<file path="src/hdl/csem_pkg.sv">
// ----------------------------------------------------------------------------
// Counting semaphore package
// Shared widths, command and status codes, and the controller command bundle.
// ----------------------------------------------------------------------------
package csem_pkg;

   // Fixed field widths of the request and response.
   localparam int ID_BITS     = 4;
   localparam int CMD_BITS    = 2;
   localparam int STATUS_BITS = 3;
   localparam int PERMIT_BITS = 16;

   // Defaults for the top-level parameters.
   localparam int DEF_CLIENTS    = 16;
   localparam int DEF_COUNT_BITS = 16;

   // Request commands. The fourth code is unused and reports as unknown.
   typedef enum logic [CMD_BITS-1:0] {
      CMD_ACQUIRE = 2'd0,
      CMD_RELEASE = 2'd1,
      CMD_DETACH  = 2'd2
   } cmd_type;

   // Response status codes.
   typedef enum logic [STATUS_BITS-1:0] {
      ST_GRANTED     = 3'd0,
      ST_QUEUED      = 3'd1,
      ST_DUP_HOLDER  = 3'd2,
      ST_DUP_WAITER  = 3'd3,
      ST_RELEASED    = 3'd4,
      ST_NOT_HOLDER  = 3'd5,
      ST_WAITER_GONE = 3'd6,
      ST_UNKNOWN     = 3'd7
   } status_type;

   // Commands from the controller to the datapath.
   typedef struct packed {
      logic capture;    // register the incoming request
      logic execute;    // apply the held request and load the response
      logic cfg_write;  // reload the free-permit count
   } ctl_cmd_type;

endpackage

</file>
<file path="src/hdl/csem_ctrl.sv">
// ----------------------------------------------------------------------------
// Counting semaphore controller
// Sequences request capture, execution and response hand-off.
// ----------------------------------------------------------------------------
module csem_ctrl (
   input  logic                 clock,
   input  logic                 reset,
   input  logic                 req_tvalid,
   output logic                 req_tready,
   output logic                 rsp_tvalid,
   input  logic                 rsp_tready,
   input  logic                 csr_valid,
   output logic                 csr_ready,
   output csem_pkg::ctl_cmd_type ctl
);
   import csem_pkg::*;

   typedef enum logic {
      IDLE,
      BUSY
   } state_type;

   state_type state_ff, state_in;
   logic      rsp_valid_ff, rsp_valid_in;
   logic      out_free;
   logic      execute;
   logic      accept;

   // The held request executes once the response register is free or draining.
   assign out_free   = !rsp_valid_ff || rsp_tready;
   assign execute    = (state_ff == BUSY) && out_free;
   assign req_tready = (state_ff == IDLE) || execute;
   assign accept     = req_tvalid && req_tready;

   // Register writes are always taken.
   assign csr_ready = 1'b1;

   assign ctl.capture   = accept;
   assign ctl.execute   = execute;
   assign ctl.cfg_write = csr_valid;

   assign rsp_tvalid = rsp_valid_ff;

   // Next state and response valid.
   always_comb begin
      state_in = state_ff;
      if (accept) begin
         state_in = BUSY;
      end else if (execute) begin
         state_in = IDLE;
      end
      rsp_valid_in = rsp_valid_ff;
      if (execute) begin
         rsp_valid_in = 1'b1;
      end else if (rsp_tready) begin
         rsp_valid_in = 1'b0;
      end
   end

   // State and registered outputs.
   always_ff @(posedge clock) begin
      if (reset) begin
         state_ff     <= IDLE;
         rsp_valid_ff <= 1'b0;
      end else begin
         state_ff     <= state_in;
         rsp_valid_ff <= rsp_valid_in;
      end
   end

endmodule

</file>
<file path="src/hdl/csem_dp.sv">
// ----------------------------------------------------------------------------
// Counting semaphore datapath
// Free count, holder and waiter bitmaps, compacting wait queue, response.
// ----------------------------------------------------------------------------
module csem_dp #(
   parameter int CLIENTS    = csem_pkg::DEF_CLIENTS,
   parameter int COUNT_BITS = csem_pkg::DEF_COUNT_BITS
) (
   input  logic                             clock,
   input  logic                             reset,
   input  csem_pkg::ctl_cmd_type            ctl,
   input  logic [csem_pkg::CMD_BITS-1:0]    req_command,
   input  logic [csem_pkg::ID_BITS-1:0]     req_client_id,
   input  logic [csem_pkg::PERMIT_BITS-1:0] csr_permits,
   output logic [csem_pkg::STATUS_BITS-1:0] rsp_status,
   output logic                             rsp_grant_valid,
   output logic [csem_pkg::ID_BITS-1:0]     rsp_grant_client
);
   import csem_pkg::*;

   localparam int LEN_BITS = $clog2(CLIENTS + 1);

   // Held request.
   cmd_type              cmd_ff;
   logic [ID_BITS-1:0]   client_ff;

   // Semaphore state.
   logic [COUNT_BITS-1:0] free_ff, free_in;
   logic [CLIENTS-1:0]    holder_ff, holder_in;
   logic [CLIENTS-1:0]    waiter_ff, waiter_in;
   logic [LEN_BITS-1:0]   len_ff, len_in;
   logic [ID_BITS-1:0]    queue_ff [CLIENTS];
   logic [ID_BITS-1:0]    queue_in [CLIENTS];

   // Response register.
   status_type           status_ff, status_in;
   logic                 gvalid_ff, gvalid_in;
   logic [ID_BITS-1:0]   gclient_ff, gclient_in;

   // Decode.
   logic               in_range;
   logic [CLIENTS-1:0] client_oh;
   logic [CLIENTS-1:0] head_oh;
   logic               is_holder;
   logic               is_waiter;
   logic               has_waiter;
   logic               grant_new;
   logic               do_queue;
   logic               do_release;
   logic               do_remove;
   logic               handoff;
   logic [CLIENTS-1:0] match;
   logic [CLIENTS-1:0] shift;

   assign in_range   = 32'(client_ff) < CLIENTS;
   assign client_oh  = in_range ? (CLIENTS'(1) << client_ff) : '0;
   assign head_oh    = CLIENTS'(1) << queue_ff[0];
   assign is_holder  = |(holder_ff & client_oh);
   assign is_waiter  = |(waiter_ff & client_oh);
   assign has_waiter = len_ff != '0;
   assign handoff    = do_release && has_waiter;

   // Position of the requesting client among the live queue entries.
   always_comb begin
      for (int i = 0; i < CLIENTS; i++) begin
         match[i] = (queue_ff[i] == client_ff) && (LEN_BITS'(i) < len_ff);
      end
   end

   // Command decision and status.
   always_comb begin
      grant_new  = 1'b0;
      do_queue   = 1'b0;
      do_release = 1'b0;
      do_remove  = 1'b0;
      status_in  = ST_UNKNOWN;
      if (in_range) begin
         case (cmd_ff)
            CMD_ACQUIRE: begin
               if (is_holder) begin
                  status_in = ST_DUP_HOLDER;
               end else if (is_waiter) begin
                  status_in = ST_DUP_WAITER;
               end else if (free_ff == '0) begin
                  status_in = ST_QUEUED;
                  do_queue  = 32'(len_ff) < CLIENTS;
               end else begin
                  status_in = ST_GRANTED;
                  grant_new = 1'b1;
               end
            end
            CMD_RELEASE: begin
               if (is_holder) begin
                  status_in  = ST_RELEASED;
                  do_release = 1'b1;
               end else begin
                  status_in = ST_NOT_HOLDER;
               end
            end
            CMD_DETACH: begin
               if (is_holder) begin
                  status_in  = ST_RELEASED;
                  do_release = 1'b1;
               end else if (is_waiter) begin
                  status_in = ST_WAITER_GONE;
                  do_remove = 1'b1;
               end
            end
            default: begin
               status_in = ST_UNKNOWN;
            end
         endcase
      end
   end

   // Grant notification.
   always_comb begin
      gvalid_in  = grant_new || handoff;
      gclient_in = '0;
      if (grant_new) begin
         gclient_in = client_ff;
      end else if (handoff) begin
         gclient_in = queue_ff[0];
      end
   end

   // Entries at and after the removed position move up by one.
   assign shift = handoff   ? '1 :
                  do_remove ? ~(match - CLIENTS'(1)) : '0;

   // Next state of the maps, count and queue.
   always_comb begin
      holder_in = holder_ff;
      waiter_in = waiter_ff;
      free_in   = free_ff;
      len_in    = len_ff;
      if (grant_new) begin
         holder_in = holder_ff | client_oh;
         free_in   = free_ff - COUNT_BITS'(1);
      end
      if (do_queue) begin
         waiter_in = waiter_ff | client_oh;
         len_in    = len_ff + LEN_BITS'(1);
      end
      if (do_release) begin
         if (has_waiter) begin
            holder_in = (holder_ff & ~client_oh) | head_oh;
            waiter_in = waiter_ff & ~head_oh;
            len_in    = len_ff - LEN_BITS'(1);
         end else begin
            holder_in = holder_ff & ~client_oh;
            if (free_ff != '1) begin
               free_in = free_ff + COUNT_BITS'(1);
            end
         end
      end
      if (do_remove) begin
         waiter_in = waiter_ff & ~client_oh;
         len_in    = len_ff - LEN_BITS'(1);
      end
      for (int i = 0; i < CLIENTS; i++) begin
         queue_in[i] = queue_ff[i];
         if (do_queue && (LEN_BITS'(i) == len_ff)) begin
            queue_in[i] = client_ff;
         end
      end
      for (int i = 0; i < CLIENTS - 1; i++) begin
         if (shift[i]) begin
            queue_in[i] = queue_ff[i + 1];
         end
      end
   end

   // Control state: count, maps and queue length.
   always_ff @(posedge clock) begin
      if (reset) begin
         free_ff   <= COUNT_BITS'(1);
         holder_ff <= '0;
         waiter_ff <= '0;
         len_ff    <= '0;
      end else if (ctl.cfg_write) begin
         free_ff <= COUNT_BITS'(csr_permits);
      end else if (ctl.execute) begin
         free_ff   <= free_in;
         holder_ff <= holder_in;
         waiter_ff <= waiter_in;
         len_ff    <= len_in;
      end
   end

   // Queue storage; entries beyond the length are never read.
   always_ff @(posedge clock) begin
      if (ctl.execute) begin
         queue_ff <= queue_in;
      end
   end

   // Request and response payload registers.
   always_ff @(posedge clock) begin
      if (ctl.capture) begin
         cmd_ff    <= cmd_type'(req_command);
         client_ff <= req_client_id;
      end
      if (ctl.execute) begin
         status_ff  <= status_in;
         gvalid_ff  <= gvalid_in;
         gclient_ff <= gclient_in;
      end
   end

   assign rsp_status       = status_ff;
   assign rsp_grant_valid  = gvalid_ff;
   assign rsp_grant_client = gclient_ff;

   // A client is never both a holder and a waiter.
   a_maps_disjoint: assert property (@(posedge clock) disable iff (reset)
      (holder_ff & waiter_ff) == '0)
      else $error("client is both holder and waiter");

   // The queue length tracks the number of waiters.
   a_len_matches_map: assert property (@(posedge clock) disable iff (reset)
      LEN_BITS'($countones(waiter_ff)) == len_ff)
      else $error("queue length differs from waiter count");

   // A grant only accompanies a granted or released status.
   a_grant_status: assert property (@(posedge clock) disable iff (reset)
      ctl.execute && gvalid_in |-> status_in == ST_GRANTED || status_in == ST_RELEASED)
      else $error("grant with unexpected status");

   // A handoff never changes the free count.
   a_handoff_count: assert property (@(posedge clock) disable iff (reset)
      ctl.execute && handoff && !ctl.cfg_write |=> $stable(free_ff))
      else $error("free count moved on handoff");

endmodule

</file>
<file path="src/hdl/counting_semaphore_fifo_waiters.sv">
// ----------------------------------------------------------------------------
// Counting semaphore with FIFO waiters
// Top level: controller and datapath of a permit semaphore for fixed clients.
// ----------------------------------------------------------------------------
// Usage:
//   Requests arrive on the req_ stream: tuser carries the command (acquire,
//   release, detach) and tdata the client id. Each request yields exactly one
//   response on the rsp_ stream with a status, a grant flag and the client
//   that receives the grant (zero when there is none).
//   The csr_ channel loads a new free-permit count; write it only while no
//   request is outstanding. Writes are always accepted. An accepted request
//   is held in the request register and executes once the response register
//   is free or draining; the response turns valid as it is loaded. A new
//   request is taken in the same cycle the held one executes, so one
//   request per cycle is sustained while the response side keeps up; the
//   single held request register and the response register set that figure.
//   A stalled response holds in its register; one further request is taken
//   and held, after which req_tready stays low until the response drains.
//   Reset clears the holder and waiter sets, empties the queue and sets the
//   free count to one.
// ----------------------------------------------------------------------------
module counting_semaphore_fifo_waiters #(
   parameter int CLIENTS    = csem_pkg::DEF_CLIENTS,
   parameter int COUNT_BITS = csem_pkg::DEF_COUNT_BITS
) (
   input  logic                             clock,
   input  logic                             reset,
   input  logic                             req_tvalid,
   output logic                             req_tready,
   input  logic [7:0]                       req_tdata,  // [3:0] client_id, [7:4] zero
   input  logic [csem_pkg::CMD_BITS-1:0]    req_tuser,  // [1:0] command
   output logic                             rsp_tvalid,
   input  logic                             rsp_tready,
   output logic [7:0]                       rsp_tdata,  // [3:0] grant_client, [7:4] zero
   output logic [3:0]                       rsp_tuser,  // [2:0] status, [3] grant_valid
   input  logic                             csr_valid,
   output logic                             csr_ready,
   input  logic [csem_pkg::PERMIT_BITS-1:0] csr_data    // permits
);
   import csem_pkg::*;

   ctl_cmd_type            ctl;
   logic [STATUS_BITS-1:0] status;
   logic                   grant_valid;
   logic [ID_BITS-1:0]     grant_client;

   // Handshake sequencing.
   csem_ctrl u_ctrl (
      .clock      (clock),
      .reset      (reset),
      .req_tvalid (req_tvalid),
      .req_tready (req_tready),
      .rsp_tvalid (rsp_tvalid),
      .rsp_tready (rsp_tready),
      .csr_valid  (csr_valid),
      .csr_ready  (csr_ready),
      .ctl        (ctl)
   );

   // Semaphore state and response.
   csem_dp #(
      .CLIENTS    (CLIENTS),
      .COUNT_BITS (COUNT_BITS)
   ) u_dp (
      .clock            (clock),
      .reset            (reset),
      .ctl              (ctl),
      .req_command      (req_tuser),
      .req_client_id    (req_tdata[ID_BITS-1:0]),
      .csr_permits      (csr_data),
      .rsp_status       (status),
      .rsp_grant_valid  (grant_valid),
      .rsp_grant_client (grant_client)
   );

   // Response packing.
   assign rsp_tdata = {{(8 - ID_BITS){1'b0}}, grant_client};
   assign rsp_tuser = {grant_valid, status};

endmodule

</file>
<file path="config.mk">
export PLATFORM = sky130hd
export DESIGN_NAME = counting_semaphore_fifo_waiters
export DESIGN_NICKNAME = d
export VERILOG_FILES = /design/src/hdl/csem_pkg.sv /design/src/hdl/csem_ctrl.sv /design/src/hdl/csem_dp.sv /design/src/hdl/counting_semaphore_fifo_waiters.sv
export SDC_FILE = /design/constraint.sdc
export NUM_CORES = 1
export LEC_CHECK = 0
export BUFFER_PORTS_ARGS = -buffer_cell sky130_fd_sc_hd__buf_2
export CORE_UTILIZATION = 45
export CTS_CLUSTER_SIZE = 12
export DETAILED_ROUTE_END_ITERATION = 12
export PLACE_DENSITY_LB_ADDON = 0.15
export SYNTH_ARGS = -nofsm -noshare
export SYNTH_HDL_FRONTEND = slang
export SYNTH_HIERARCHICAL = 1
export SYNTH_SLANG_ARGS = --single-unit
</file>
<file path="constraint.sdc">
create_clock -name clock -period 5.8 [get_ports clock]
set_clock_uncertainty 0.15 [all_clocks]
set_input_delay 0.29 -clock clock [delete_from_list [all_inputs] [get_ports clock]]
set_output_delay 0.29 -clock clock [all_outputs]
set_load 0.05 [all_outputs]
</file>
==> results.tsv <==
stage	metric	value	unit
run_status	status	finished clean	
global_route	vias in the first global route	7253	
sta	final setup margin	1420	ps
clock_tree	Clk Latency, worst-skew pair	430	ps
sta	worst rel slew slack	23.9	%
global_route	largest net degree at the start of global routing	66	
finish	n_diodes	0	
global_route	initial antenna violation count	0	
route	Detailed Route Iter0 Violations	650	
worst_hold_path	worst hold path type	in -> reg	
route	Final ANT Viol Nets	0	
clock_tree	clock sink total	133	
worst_setup_path	CP required	6000	ps
worst_setup_path	worst-path fanout max	23	
placement	DP Worst Slack	1460	ps
placement	dpl hpwl	16100	um
worst_setup_path	worst reg2reg setup slack	1420	ps
global_route	first-pass GRT wire length	38700	um
worst_setup_path	crit path capture	u_dp/waiter_ff[5]$_SDFFE_PP0P_	
worst_setup_path	CP startpoint kind	flop	
clock_tree	TritonCTS buffer count	17	
worst_setup_path	Critical Path Sink Type	flop	
route	First-pass DRT Iterations	5	
synth	Synth warnings	6	
clock_tree	CTS resizes	0	
pwr	Pleak	3.43	nW
clock_tree	CTS clk-pin slew, worst paths	60	ps
floorplan	core area	19500	um2
route	WL/cell	18.9	um
floorplan	die area	20600	um2
route	drt drc	0	
floorplan	Initial Utilization	46.1	%
synth	Post-synth EDFFs	78	
finish	Multi-input gate area	5060	um2
run	Max Cap Viol	0	
synth	synthesized flop and latch total	133	
worst_setup_path	Setup Crit Path Kind	reg -> reg	
worst_setup_path	Worst EP arrival	4580	ps
clock_tree	clk root buf	clkbuf_16	
sta	Least-Margin Pin Slew	1130	ps
sta	setup_tns	0	ps
pwr	Worst VDD drop	0.181	mV
floorplan	Die Height	143	um
worst_setup_path	Setup crit start	u_dp/client_ff[2]$_DFFE_PP_	
synth	Netlist cell types	87	
floorplan	I/O pin count	46	
floorplan	row cnt	51	
synth	mapped cell area	9000	um2
finish	# fillers	1848	
worst_setup_path	Worst Reg-to-Reg Cells	10	
finish	area grow syn2layout	11.6	%
clock_tree	CTS H-tree depth	4	
sta	max-slew violations	0	
synth	ys flop type	edfxtp_1	
finish	layout cell share with drive strength beyond 1	18.2	%
placement	IO buf count	36	
route	DR vias/cell	6.02	
worst_setup_path	Reg2Reg Launch Point	u_dp/client_ff[2]$_DFFE_PP_	
synth	Synth Instances	963	
sta	fmax	0.228	GHz
synth	sequential share of the synthesized area	38.3	%
sta	minimum clock period	4380	ps
global_route	gr ovfl total	0	
sta	Final Hold Viols	0	
synth	Avg Inst Size Synth	9.34	um2
sta	final setup violation count	0	
placement	Final GP Congestion	0.887	
clock_tree	CTS tree	yes	
pwr	PwrDens	240	nW/um2
finish	Final nets	1024	
sta	RSZ-0062 raised after global routing	no	
finish	commonest cells after routing, fill and taps aside	78 x nand2_1, 78 x edfxtp_1, 69 x a21oi_1	
worst_setup_path	Worst R2R End	u_dp/waiter_ff[5]$_SDFFE_PP0P_	
floorplan	Die Width	143	um
finish	register area	3440	um2
route	routed via count	7567	
route	final wirelength	23700	um
global_route	total track usage	24.3	%
synth	async set-reset flop share out of synthesis	0	%
clock_tree	clk buf depth	2	
sta	final period utilization	75.6	%
-- cell usage after synthesis, types with 12 or more instances --
master    count  share of area (%)
edfxtp_1     78                 26
nand2_1      78                3.3
a21oi_1      69                3.8
nor2_1       67                2.8
mux2_2       60                7.5
dfxtp_1      55                 12
xnor2_1      48                4.7
clkbuf_1     44                1.8
nor3_1       38                2.1
o21ai_0      32                1.8
nand3_1      28                1.6
xor2_1       27                2.6
nand4_1      22                1.5
inv_1        21               0.88
buf_4        20                1.7
a211oi_1     19                1.6
a311oi_1     14                1.4
ha_1         14                1.9
nor4_1       14               0.97
o31ai_1      14                1.2
and3_1       12               0.83
-- worst min path at each step --
stage	from	endpoint	cells past startpoint
global route	csr_data[11]	u_dp/free_ff[11]$_SDFFE_PP0P_	3
detailed placement	u_dp/holder_ff[8]$_SDFFE_PP0P_	u_dp/holder_ff[8]$_SDFFE_PP0P_	2
CTS	csr_data[4]	u_dp/free_ff[4]$_SDFFE_PP0P_	3
floorplan	reset	u_ctrl/state_ff$_SDFFE_PP0P_	1
finish	csr_data[4]	u_dp/free_ff[4]$_SDFFE_PP0P_	3
global placement	u_dp/holder_ff[8]$_SDFFE_PP0P_	u_dp/holder_ff[8]$_SDFFE_PP0P_	2
-- routing by layer --
layer	part of all wire [%]	wire (um)	global-route usage, %	vias up
met2	47	11100	39.9	251
met3	5.8	1380	4.67	29
met4	1.2	277	6.66	0
li1	-	-	-	3622
met5	0	0	0	-
met1	46	10900	32.6	3665
-- final cells by class --
class | instances | share of cell area, %
repair buffers | 74 | 5.06
clock buffers | 22 | 4.52
inverters | 23 | 0.860
flip-flops and latches | 133 | 34.3
well taps | 265 | 3.30
multi-input cells | 730 | 50.4
clock inverters | 10 | 1.55
-- flip-flops by register name, summed over array words and instances, names as in the netlist --
name	cells
u_dp/cmd_ff	2
u_dp/holder_ff	16
u_ctrl/rsp_tvalid	1
u_dp/client_ff	4
u_dp/rsp_status	3
u_dp/free_ff	16
u_dp/waiter_ff	16
u_dp/rsp_grant_client	4
u_dp/len_ff	5
u_dp/queue_ff	64
u_dp/rsp_grant_valid	1
u_ctrl/state_ff	1
-- metrics by stage --
stage / cells / area, um2 / hold WS, ps / util (%) / power [mW]
after global routing: 1257 / 10000 / 26.8 / 51.4 / 2.50
after CTS: 1257 / 10000 / 2.42 / 51.4 / 2.43
final: 1257 / 10000 / 7.41 / 51.4 / 2.41
after floorplan: 966 / 9010 / 202 / - / 1.23
after detailed placement: 1208 / 9260 / 308 / 47.4 / 1.28
after global placement: 1208 / 9260 / 304 / 47.4 / 1.28
-- worst max-delay path, cell delays in order, from the launching register on --
cell	delay (ps)
edfxtp_1	860
buf_4	430
nand3b_1	210
a21oi_1	90
nor4_1	480
a21bo_2	390
and3_1	530
o21ai_2	620
buf_4	280
a211oi_1	60
nor3_1	170
-- cell families after synthesis --
group | share of synthesized area, %
buf+inv | 5.58
flops | 38.3
compound gates | 18.7
other cells | 0.0835
fa+ha+maj | 1.95
xor+xnor | 7.30
mux | 8.41
simple gates | 19.7
-- where the power goes --
| part | total, mW | switching (mW) | internal, mW |
|---|---|---|---|
| clock network | 1.14 | 0.414 | 0.727 |
| registers | 1.04 | 0.0244 | 1.01 |
| logic | 0.232 | 0.143 | 0.0897 |
| total | 2.41 | 0.581 | 1.83 |
-- repair_timing --
item,in CTS,in global routing
hold buffers,17,0
buffers inserted,0,0
hold endpoints to repair,17,0
No activity file was read; power rests on OpenSTA's default activity.
